<file path="src/hdl/blop_ram.sv">
`timescale 1ns / 1ps

module blop_ram #(
  parameter int WIDTH = 48,
  parameter int DEPTH = 64
) (
  input  logic                     clk_i,
  input  logic                     we_i,
  input  logic [$clog2(DEPTH)-1:0] waddr_i,
  input  logic [WIDTH-1:0]         wdata_i,
  input  logic [$clog2(DEPTH)-1:0] raddr_i,
  output logic [WIDTH-1:0]         rdata_o
);

  logic [WIDTH-1:0] mem_q [DEPTH];

  always_ff @(posedge clk_i) begin
    if (we_i) begin
      mem_q[waddr_i] <= wdata_i;
    end
    rdata_o <= mem_q[raddr_i];
  end

endmodule

</file>
<file path="config.mk">
export PLATFORM = sky130hd
export DESIGN_NAME = blop_ram
export DESIGN_NICKNAME = d
export VERILOG_FILES = /design/src/hdl/blop_ram.sv
export SDC_FILE = /design/constraint.sdc
export NUM_CORES = 2
export LEC_CHECK = 0
export ABC_AREA = 0
export ABC_CLOCK_PERIOD_IN_PS = 8600
export BUFFER_PORTS_ARGS = -buffer_cell sky130_fd_sc_hd__buf_2
export CORE_UTILIZATION = 30
export DETAILED_ROUTE_END_ITERATION = 10
export SYNTH_ARGS = -nofsm -noshare
export SYNTH_HDL_FRONTEND = slang
export SYNTH_SLANG_ARGS = --single-unit
</file>
<file path="constraint.sdc">
create_clock -name clk_i -period 8.6 [get_ports clk_i]
set_clock_uncertainty 0.05 [all_clocks]
set_input_delay 0 -clock clk_i [delete_from_list [all_inputs] [get_ports clk_i]]
set_output_delay 0 -clock clk_i [all_outputs]
set_load 0.01 [all_outputs]
</file>
==> impl_results.md <==
- Clock Latency Late Sink: approximately 0.87 ns
- HPWL after DPL: about 170000 um
- Register area share after synthesis: 0.796
- Worst Path Required: around 9.2 ns
- Worst Tran Pin Value: around 1.2 ns
- CP Capture Type: register
- Final Hold Fails: 0
- Placed cell area: 0.124 mm^2
- Period utilization: 0.466
- Initial antenna violation count: 22
- Layout Nets: 5367
- Fin crit period: 4.00 ns
- Reg2reg start: mem_q[11][45]$_DFFE_PP_
- Initial DRT Pass Iterations: 9
- Clock Sinks: ~3100
- Wire length per cell: between 30 and 40 um
- CTS tree: done
- Synth warnings: 0
- DR DRC count: 42
- Final ANT Viol Nets: 0
- Fin Setup TNS: 0 ns
- Worst min path class: in -> reg
- Slew headroom: 0.173
- H-tree depth: 5
- CP Max Fanout: 64
- 1st-iter DRT viols: roughly 7700
- Root buffer cell: clkbuf_16
- Die Y: ~630 um
- Failing checks: design-rule violations
- Asr flop ratio synth: 0
- Area of the die: about 0.4 mm^2
- Lkg Pwr: 40.5 nW
- Placement row count: roughly 230
- WP data arrival: 4.64 ns
- IR drop worst, VDD: ~0.18 mV
- Flop2flop setup slack: around 6.4 ns
- PwrDens: about 230 mW/mm^2
- CTS Buffer Depth: 4
- Compound-Gate Fraction of Synth Area: 0.0302
- First-pass GRT wire length: about 450000 um
- I/O Buffers: ~110
- Mapped cell area: roughly 0.12 mm^2
- Pin count of the biggest net entering global routing: 130
- WL final: around 320000 um
- FF-to-FF path depth: 4
- Max-cap viol count: 0
- Layout cells sized above 1: 0.270
- Status: finished with violations
- Adder-cell share of the synthesized area: 0
- Core area: slightly below 0.4 mm^2
- Via density: about 5.3
- Clock transition at the registers of the reported paths: about 0.060 ns
- Mean Syn Cell Area: roughly 24 um^2
- Critical Path Source: raddr_i[1]
- Hold path depth: 4
- Final Max Tran Viols: 0
- Post-Synth XOR/XNOR Area: 0
- Largest family of logic cells by synthesized area: multiplexers
- Mapped Nets: between 5000 and 6000
- Via count: roughly 57000
- Area growth syn-to-layout: 14.4%
- Predominant post-synthesis flop cell: edfxtp_1
- Setup violations, final: 0
- FF+latch count, synth: between 3000 and 4000
- Mux contribution to synthesized area: 0.152
- IO Count: 110
- Setup Buffers After CTS: 0
- Initial Utilization: 0.301
- Die W: around 630 um
- Maximum clock rate: 0.250 GHz
- Vias in the first global route: between 50000 and 60000
- CP Launch Type: primary input
- Fillers: around 36000
- Routability cong.: 0.771
- CP endpoint: rdata_o[38]$_DFF_P_
- EDFF count, synth: between 3000 and 4000
- Syn Inst Count: roughly 5000
- Worst reg2reg endpoint: rdata_o[45]$_DFF_P_
- Inserted Clock Buffers: 297
- RSZ-0062 raised after global routing: no
- Remaining Overflow, GRT: 0
- Post-synthesis simple-gate area fraction: 0.00957
- Worst Setup Path Type: in -> reg
- Yosys cell types: 36
- Design area: around 0.13 mm^2
- GRT Util Overall: 0.161
==> report_power, final <==
| group | switching, mW | internal, mW | total (mW) |
|---|---|---|---|
| sequential | 0.0726 | 16.8 | 16.9 |
| combinational | 0.935 | 0.528 | 1.46 |
| clock | 5.52 | 6.86 | 12.4 |
==> stage by stage <==
| stage | hold WS (ns) | total power [mW] | util | worst slack (ns) | instances |
|---|---|---|---|---|---|
| 6_report | 0.0566 | 30.8 | 0.345 | 4.60 | 10700 |
| 5_1_grt | 0.0823 | 31.6 | 0.344 | 4.51 | 10700 |
| 3_5_place_dp | 0.361 | 18.7 | 0.320 | 4.41 | 10100 |
| 2_1_floorplan | 0.0489 | 18.0 | - | 4.27 | 4970 |
| 3_3_place_gp | 0.366 | 18.7 | 0.320 | 4.40 | 10100 |
| 4_1_cts | 0.0515 | 30.9 | 0.344 | 4.62 | 10700 |
==> kinds of logic (layout without fill, tap and decap cells) <==
group,count (synthesis),after routing
buffers and inverters,282,840
AO/OA/AOI/OAI,486,486
AND/OR/NAND/NOR,253,253
flip-flops,3120,3120
other,0,9
multiplexers,829,829
==> routing by layer <==
| metal | part of all wire | global-route usage | vias to the layer above |
|---|---|---|---|
| li1 | - | - | 22200 |
| met1 | 0.41 | 0.229 | 31300 |
| met2 | 0.47 | 0.259 | 2837 |
| met3 | 0.086 | 0.0260 | 464 |
| met4 | 0.025 | 0.0402 | 2 |
| met5 | 0.000037 | 0 | - |
==> registers in the layout, summed over array words and instances (netlist names) <==
signal,count
mem_q,3072
rdata_o,48
==> cells in the mapped netlist (2+ instances only) <==
cell type | n | share of area
buf_6 | 11 | 0.0011
mux2_2 | 12 | 0.0012
and2_1 | 3 | 0.00016
nand2b_1 | 10 | 0.00053
mux2i_1 | 63 | 0.0054
nand2_1 | 55 | 0.0018
nand3_1 | 7 | 0.00030
edfxtp_1 | 3072 | 0.79
mux4_2 | 754 | 0.14
nand4_1 | 2 | 0.00011
nand3b_1 | 5 | 0.00032
a211oi_1 | 32 | 0.0021
nor2b_1 | 24 | 0.0013
buf_2 | 98 | 0.0042
a22oi_1 | 72 | 0.0046
buf_4 | 62 | 0.0040
or2_2 | 3 | 0.00016
a221oi_1 | 83 | 0.0062
nor2_1 | 132 | 0.0042
clkbuf_1 | 98 | 0.0031
nor3_1 | 3 | 0.00013
dfxtp_1 | 48 | 0.0082
or3_1 | 3 | 0.00016
a22o_1 | 57 | 0.0043
o22ai_1 | 122 | 0.0065
buf_1 | 12 | 0.00038
o221ai_1 | 28 | 0.0021
a21oi_1 | 74 | 0.0032
a311oi_1 | 11 | 0.00082
or3b_2 | 4 | 0.00030
a31o_2 | 5 | 0.00037
==> placed cells by master (no fill, tap or decap), drive strengths merged, types with 7 or more instances in the layout <==
cell and instances:
nand2 55, mux2 12, a311oi 11, nor2 132
dlygate4sd3 57, a22oi 72, mux2i 63, clkinv 101
nand2b 10, clkinvlp 8, mux4 754, inv 8
a21oi 74, o221ai 28, buf 261, a211oi 32
diode 9, dfxtp 48, o22ai 122, bufinv 9
a22o 57, edfxtp 3072, nor2b 24, a221oi 83
nand3 7, clkbuf 396
==> worst max-delay path: stages <==
cell and delay (ns):
dlygate4sd3_1 0.61, buf_8 0.37, buf_4 0.70, buf_4 0.94, buf_4 0.67, mux4_2 0.40
mux2i_1 0.16, a21oi_1 0.09, a21oi_1 0.37, a221oi_1 0.09
==> final cells by class <==
type	count	area, um^2	share of cell area
Multi-Input combinational cell	1568	22900	0.171
Tap cell	5197	6500	0.0485
Clock inverter	126	848	0.00633
Sequential cell	3120	93200	0.696
Antenna cell	9	22.5	0.000168
Timing Repair Buffer	318	2370	0.0177
Clock buffer	396	8070	0.0602
==> worst min-delay path by stage <==
stage	start	endpoint	slack [ns]
2_1_floorplan	wdata_i[0]	mem_q[0][0]$_DFFE_PP_	0.05
4_1_cts	raddr_i[2]	rdata_o[33]$_DFF_P_	0.05
3_3_place_gp	rdata_o[30]$_DFF_P_	rdata_o[30]	0.37
3_5_place_dp	rdata_o[30]$_DFF_P_	rdata_o[30]	0.36
6_report	raddr_i[2]	rdata_o[33]$_DFF_P_	0.06
5_1_grt	raddr_i[2]	rdata_o[24]$_DFF_P_	0.08
==> timing repair <==
action,4_1_cts,5_1_grt
hold endpoints to repair,3128,0
endpoints found under the setup margin,0,0
gates resized for setup,0,0
hold buffers,57,0
Note: power is estimated with default switching activity, not from simulation.
