<file path="config.mk">
export PLATFORM = sky130hd
export DESIGN_NAME = blop_div
export DESIGN_NICKNAME = d
export VERILOG_FILES = /design/src/hdl/blop_pkg.sv /design/src/hdl/blop_div.sv
export SDC_FILE = /design/constraint.sdc
export NUM_CORES = 1
export LEC_CHECK = 0
export BUFFER_PORTS_ARGS = -buffer_cell sky130_fd_sc_hd__buf_4
export CAP_MARGIN = 10
export CORE_UTILIZATION = 40
export DETAILED_ROUTE_END_ITERATION = 16
export PLACE_DENSITY_LB_ADDON = 0.15
export SKIP_LAST_GASP = 1
export SYNTH_ARGS = -nofsm -noshare
export SYNTH_HDL_FRONTEND = slang
export SYNTH_SLANG_ARGS = --single-unit
</file>
<file path="constraint.sdc">
create_clock -name clk_i -period 4.89 [get_ports clk_i]
set_input_delay 0.978 -clock clk_i [delete_from_list [all_inputs] [get_ports clk_i]]
set_output_delay 0.978 -clock clk_i [all_outputs]
set_load 0.01 [all_outputs]
</file>
<file path="src/hdl/blop_pkg.sv">
`timescale 1ns / 1ps

package blop_pkg;

  typedef struct packed {
    logic [31:0] spot_price;
    logic [31:0] strike_price;
    logic        option_kind;
  } in_item_t;

  typedef struct packed {
    logic signed [39:0] option_value;
    logic               saturated;
  } out_item_t;

  // Configuration register indexes.
  localparam logic [1:0] CFG_GROSS_RETURN   = 2'd0;
  localparam logic [1:0] CFG_UP_FACTOR      = 2'd1;
  localparam logic [1:0] CFG_DIVIDEND_YIELD = 2'd2;
  localparam logic [1:0] CFG_NODE_COUNT     = 2'd3;

  localparam logic [31:0] RST_GROSS_RETURN = 32'd1073741824;
  localparam logic [31:0] RST_UP_FACTOR    = 32'd1181116006;
  localparam logic [30:0] RST_DIVIDEND     = 31'd0;
  localparam logic [6:0]  RST_NODE_COUNT   = 7'd2;

  localparam logic [39:0] VAL_MAX   = 40'h7F_FFFF_FFFF;
  localparam logic [39:0] VAL_MIN   = 40'h80_0000_0000;
  localparam logic [63:0] PRICE_CAP = 64'h8000_0000_0000_0000;
  localparam logic [63:0] ONE_Q30   = 64'h0000_0000_4000_0000;
  localparam logic [63:0] TWO_P60   = 64'h1000_0000_0000_0000;

  localparam logic [6:0] DIV_STEPS_FULL = 7'd64;
  localparam logic [6:0] DIV_STEPS_FOLD = 7'd40;

  typedef struct packed {
    logic       start;
    logic [6:0] steps;
  } div_req_t;

  typedef struct packed {
    logic        done;
    logic [63:0] quotient;
  } div_rsp_t;

  typedef enum logic [4:0] {
    S_IDLE,
    S_DINV,
    S_DINV_WAIT,
    S_PROB,
    S_PROB_WAIT,
    S_PSET,
    S_MUL,
    S_TERM_U,
    S_TERM_UDONE,
    S_TERM_PAY,
    S_TERM_DDONE,
    S_FOLD_RD0,
    S_FOLD_RD1,
    S_FOLD_PREP,
    S_FOLD_CHK,
    S_FOLD_DIV,
    S_FOLD_WAIT,
    S_FOLD_WR,
    S_ROOT_RD,
    S_ROOT,
    S_DONE
  } state_e;

endpackage

</file>
<file path="src/hdl/blop_div.sv">
`timescale 1ns / 1ps

// Restoring divider, one quotient bit per cycle. The starting remainder must be
// below the divisor; the dividend bits are shifted in from the top.
module blop_div (
  input  logic               clk_i,
  input  logic               rst_ni,
  input  blop_pkg::div_req_t req_i,
  input  logic [31:0]        divisor_i,
  input  logic [31:0]        rem0_i,
  input  logic [63:0]        bits_i,
  output blop_pkg::div_rsp_t rsp_o
);

  logic        busy_q, done_q;
  logic [6:0]  cnt_q;
  logic [31:0] rem_q, dvs_q;
  logic [63:0] bits_q, quo_q;
  logic [32:0] sh;
  logic        ge;
  logic [32:0] diff;

  assign sh   = {rem_q, bits_q[63]};
  assign ge   = sh >= {1'b0, dvs_q};
  assign diff = sh - {1'b0, dvs_q};

  always_ff @(posedge clk_i or negedge rst_ni) begin
    if (!rst_ni) begin
      busy_q <= 1'b0;
      done_q <= 1'b0;
      cnt_q  <= '0;
    end else begin
      done_q <= 1'b0;
      if (req_i.start) begin
        busy_q <= 1'b1;
        cnt_q  <= req_i.steps;
      end else if (busy_q) begin
        cnt_q <= cnt_q - 7'd1;
        if (cnt_q == 7'd1) begin
          busy_q <= 1'b0;
          done_q <= 1'b1;
        end
      end
    end
  end

  always_ff @(posedge clk_i) begin
    if (req_i.start) begin
      rem_q  <= rem0_i;
      dvs_q  <= divisor_i;
      bits_q <= bits_i;
      quo_q  <= '0;
    end else if (busy_q) begin
      rem_q  <= ge ? diff[31:0] : sh[31:0];
      bits_q <= {bits_q[62:0], 1'b0};
      quo_q  <= {quo_q[62:0], ge};
    end
  end

  assign rsp_o.done     = done_q;
  assign rsp_o.quotient = quo_q;

endmodule

</file>
==> results.sh <==
export IMPL_outcome="finished, final reports clean"
export IMPL_clockBufferDepth=3
export IMPL_antenna_cells=0
export IMPL_hold_path_class="in2async"
export IMPL_die_x_um=160
export IMPL_first_pass_iters=4
export IMPL_wl_per_cell_um=16.4
export IMPL_synthesis_nets=1010
export IMPL_detail_route_antenna_nets=0
export IMPL_max_stage_delay_ns=0.53
export IMPL_syn_instance_count=837
export IMPL_clk_pin_slew_worst_paths_ns=0.06
export IMPL_max_cap_viol_count=0
export IMPL_fp_dieH_um=160
export IMPL_finalSetupViolCount=0
export IMPL_cp_arrival_ns=3.89
export IMPL_grt_use_met2_pct=29.5
export IMPL_rows=57
export IMPL_area_growth_synth_to_final_pct=26.6
export IMPL_min_period_ns=3.63
export IMPL_cts_setup_buffers=0
export IMPL_clock_sinks=201
export IMPL_netlist_top_cells_area="edfxtp_1 39%, dfxtp_1 13%, mux2_2 8.9%"
export IMPL_ys_async_sr_fraction_pct=4.48
export IMPL_worst_setup_path_end_kind="flop"
export IMPL_synth_top_area_share_pct=38.5
export IMPL_place_ws_ns=1.26
export IMPL_portBuffers=202
export IMPL_slowest_stage="or2_4"
export IMPL_fin_util_pct=51.8
export IMPL_drv_slew=0
export IMPL_cts_made_buffers=24
export IMPL_grt_use_met3_pct=4.86
export IMPL_die_area_sq_um=25600
export IMPL_cts_tree="built"
export IMPL_grt_pass1_vias=7063
export IMPL_clock_latency_ns=0.54
export IMPL_finalHoldViolations=0
export IMPL_drt_iter0_drc=312
export IMPL_tns_ns=0
export IMPL_power_mw=6.36
export IMPL_start_kind="flop"
export IMPL_syn_area_sq_um=9970
export IMPL_fin_hold_ws_ns=0.261
export IMPL_drc=0
export IMPL_final_period_utilization_pct=74.2
export IMPL_hold_buffers=0
export IMPL_reg2regPathDepth=9
export IMPL_worstMarginPinSlew_ns=1.10
export IMPL_grt_setup_unrepaired="no"
export IMPL_slew_headroom_pct=26.8
export IMPL_r2r_slack_ns=1.26
export IMPL_power_leakage_nw=5.71
export IMPL_worstPathRequired_ns=5.16
export IMPL_grt_use_total_pct=17.7
export IMPL_timing_setup_critical_path_class="reg2reg"
export IMPL_cts_max_level=1
export IMPL_ys_ff_latch=201
export IMPL_vias_per_cell=5.00
export IMPL_endpoint="rem_q[17]"
export IMPL_setup_ws_ns=1.26
export IMPL_cp_startpoint="rem_q[15]"
export IMPL_vias=6874
export IMPL_core_area_sq_um=24400
export IMPL_max_freq_mhz=276
export IMPL_ctsResizeCount=0
export IMPL_synth_area_leader_cell="edfxtp_1"
export IMPL_power_density_nw_per_um2=504
export IMPL_r2r_start="rem_q[15]"
export IMPL_start_util_pct=40.9
export IMPL_grt_max_degree=90
export IMPL_grt_use_met1_pct=22.5
export IMPL_busiest_layer="met2"
export IMPL_clock_skew_ns=0.0230
export IMPL_hpwl_mm=15.4
export IMPL_cts_root_buf="clkbuf_16"
export IMPL_grt_overflow=0
export IMPL_synth_edff_count=128
export IMPL_antenna_found_initial=1
export IMPL_layout_nets=1206
export IMPL_grt_pass1_wl_mm=36.6
export IMPL_synth_main_ff_cell="edfxtp_1"
export IMPL_synth_seq_area_share_pct=53.7
export IMPL_peakVddDrop_uv=261
export IMPL_syn_avg_cell_area_sq_um=11.9
export IMPL_crit_chain="ha_1 > and3_1 > nand2_1 > nor4_2 > o21ai_2 > a211oi_4 > or2_4 > mux2_4 > mux2_2"
export IMPL_crit_fanout=29
export IMPL_place_congestion=0.819
export IMPL_rr_endpoint="rem_q[17]"
export IMPL_io_pins=203
export IMPL_synth_warnings=0
export IMPL_routed_wirelength_mm=22.5
export IMPL_ys_types=59
export IMPL_final_layout_size_suffix_gt1_share_pct=33.1
[sequential cells by signal, summed over array words and instances (netlist names)]
name / count
quo_q: 64
done_q: 1
bits_q: 64
rem_q: 32
dvs_q: 32
busy_q: 1
cnt_q: 7
[power breakdown]
group	leakage [nW]	internal (mW)	total [mW]	switching, mW
Clock	0.414	1.16	1.87	0.717
Sequential	1.95	2.11	2.23	0.118
Combinational	3.35	1.10	2.25	1.15
[worst min path at each step]
| stage | endpoint | slack (ns) | depth (start not counted) |
|---|---|---|---|
| final | cnt_q[2] | 0.26 | 1 |
| after global routing | cnt_q[2] | 0.24 | 1 |
| after CTS | cnt_q[1] | 0.23 | 1 |
| after detailed placement | quo_q[63] | 0.49 | 2 |
| after global placement | quo_q[63] | 0.48 | 2 |
| after floorplan | busy_q | 0.50 | 2 |
[synthesized netlist by cell type (2+ instances only)]
library cell,number
o2111ai_1,3
or3_1,5
a21boi_0,3
nand2_1,33
nor3b_1,4
clkbuf_1,15
a2111oi_0,3
buf_6,5
inv_1,41
o21a_1,10
mux2_2,79
nand3_1,14
nand2b_1,5
nor3_1,17
mux2i_1,66
a21o_1,17
nor2_1,87
nor4b_1,4
a31oi_1,6
dfrtp_1,9
o31ai_1,3
ha_1,34
mux2_4,12
o21ai_0,25
xnor2_1,20
and3_1,7
and2_1,3
a211oi_1,7
or2_2,4
dfxtp_1,64
buf_2,3
edfxtp_1,128
a21oi_1,38
buf_1,14
nor2b_1,10
nand4_1,3
xor2_1,9
o211ai_1,2
a221o_1,5
[worst max-delay path, delay by kind of cell (launching register included)]
kind	cells	cell delay, ns
adder cells (fa/ha/maj)	1	0.44
AO/OA/AOI/OAI	2	0.61
multiplexers	2	0.60
flip-flops	1	0.40
AND/OR/NAND/NOR	4	1.29
[final cells by class]
type	instances	area (sq um)
repair buffers	208	1580
clock buffers	36	739
inverters	41	156
flip-flops and latches	201	5350
clock inverters	7	109
fillers	2193	11800
well taps	324	405
multi-input cells	557	4280
[cells in the final DEF, fill, tap and decap left out, types with 7 or more instances in the layout]
master and count:
a211oi_1 7, a21o_1 17, a21oi_1 38, and3_1 7
buf_4 206, clkbuf_16 27, dfrtp_1 8, dfxtp_1 64
edfxtp_1 128, ha_1 34, inv_1 40, mux2_2 79
mux2_4 12, mux2i_1 66, nand2_1 33, nand3_1 14
nor2_1 87, nor2b_1 10, nor3_1 17, o21a_1 10
o21ai_0 25, xnor2_1 20, xor2_1 9
[metal layers]
layer | up-vias | wire (um)
li1 | 3449 | -
met1 | 3253 | 10100
met2 | 137 | 10700
met3 | 33 | 1420
met4 | 2 | 375
met5 | - | 17
[per-stage QoR]
stage | area (sq um) | instances
floorplan | 9970 | 837
global route | 12600 | 1374
detailed placement | 11800 | 1331
global placement | 11800 | 1331
finish | 12600 | 1374
CTS | 12600 | 1374
[cell families (layout without fill, tap and decap cells)]
family	count (synthesis)	in the layout	share of synthesized area [%]
AND/OR/NAND/NOR	205	205	9.84
flip-flops	201	201	53.7
multiplexers	157	157	17.4
AO/OA/AOI/OAI	131	131	8.71
buffers and inverters	79	292	3.43
adder cells (fa/ha/maj)	35	35	4.47
XOR/XNOR	29	29	2.55
(Power assumes the default switching activity.)
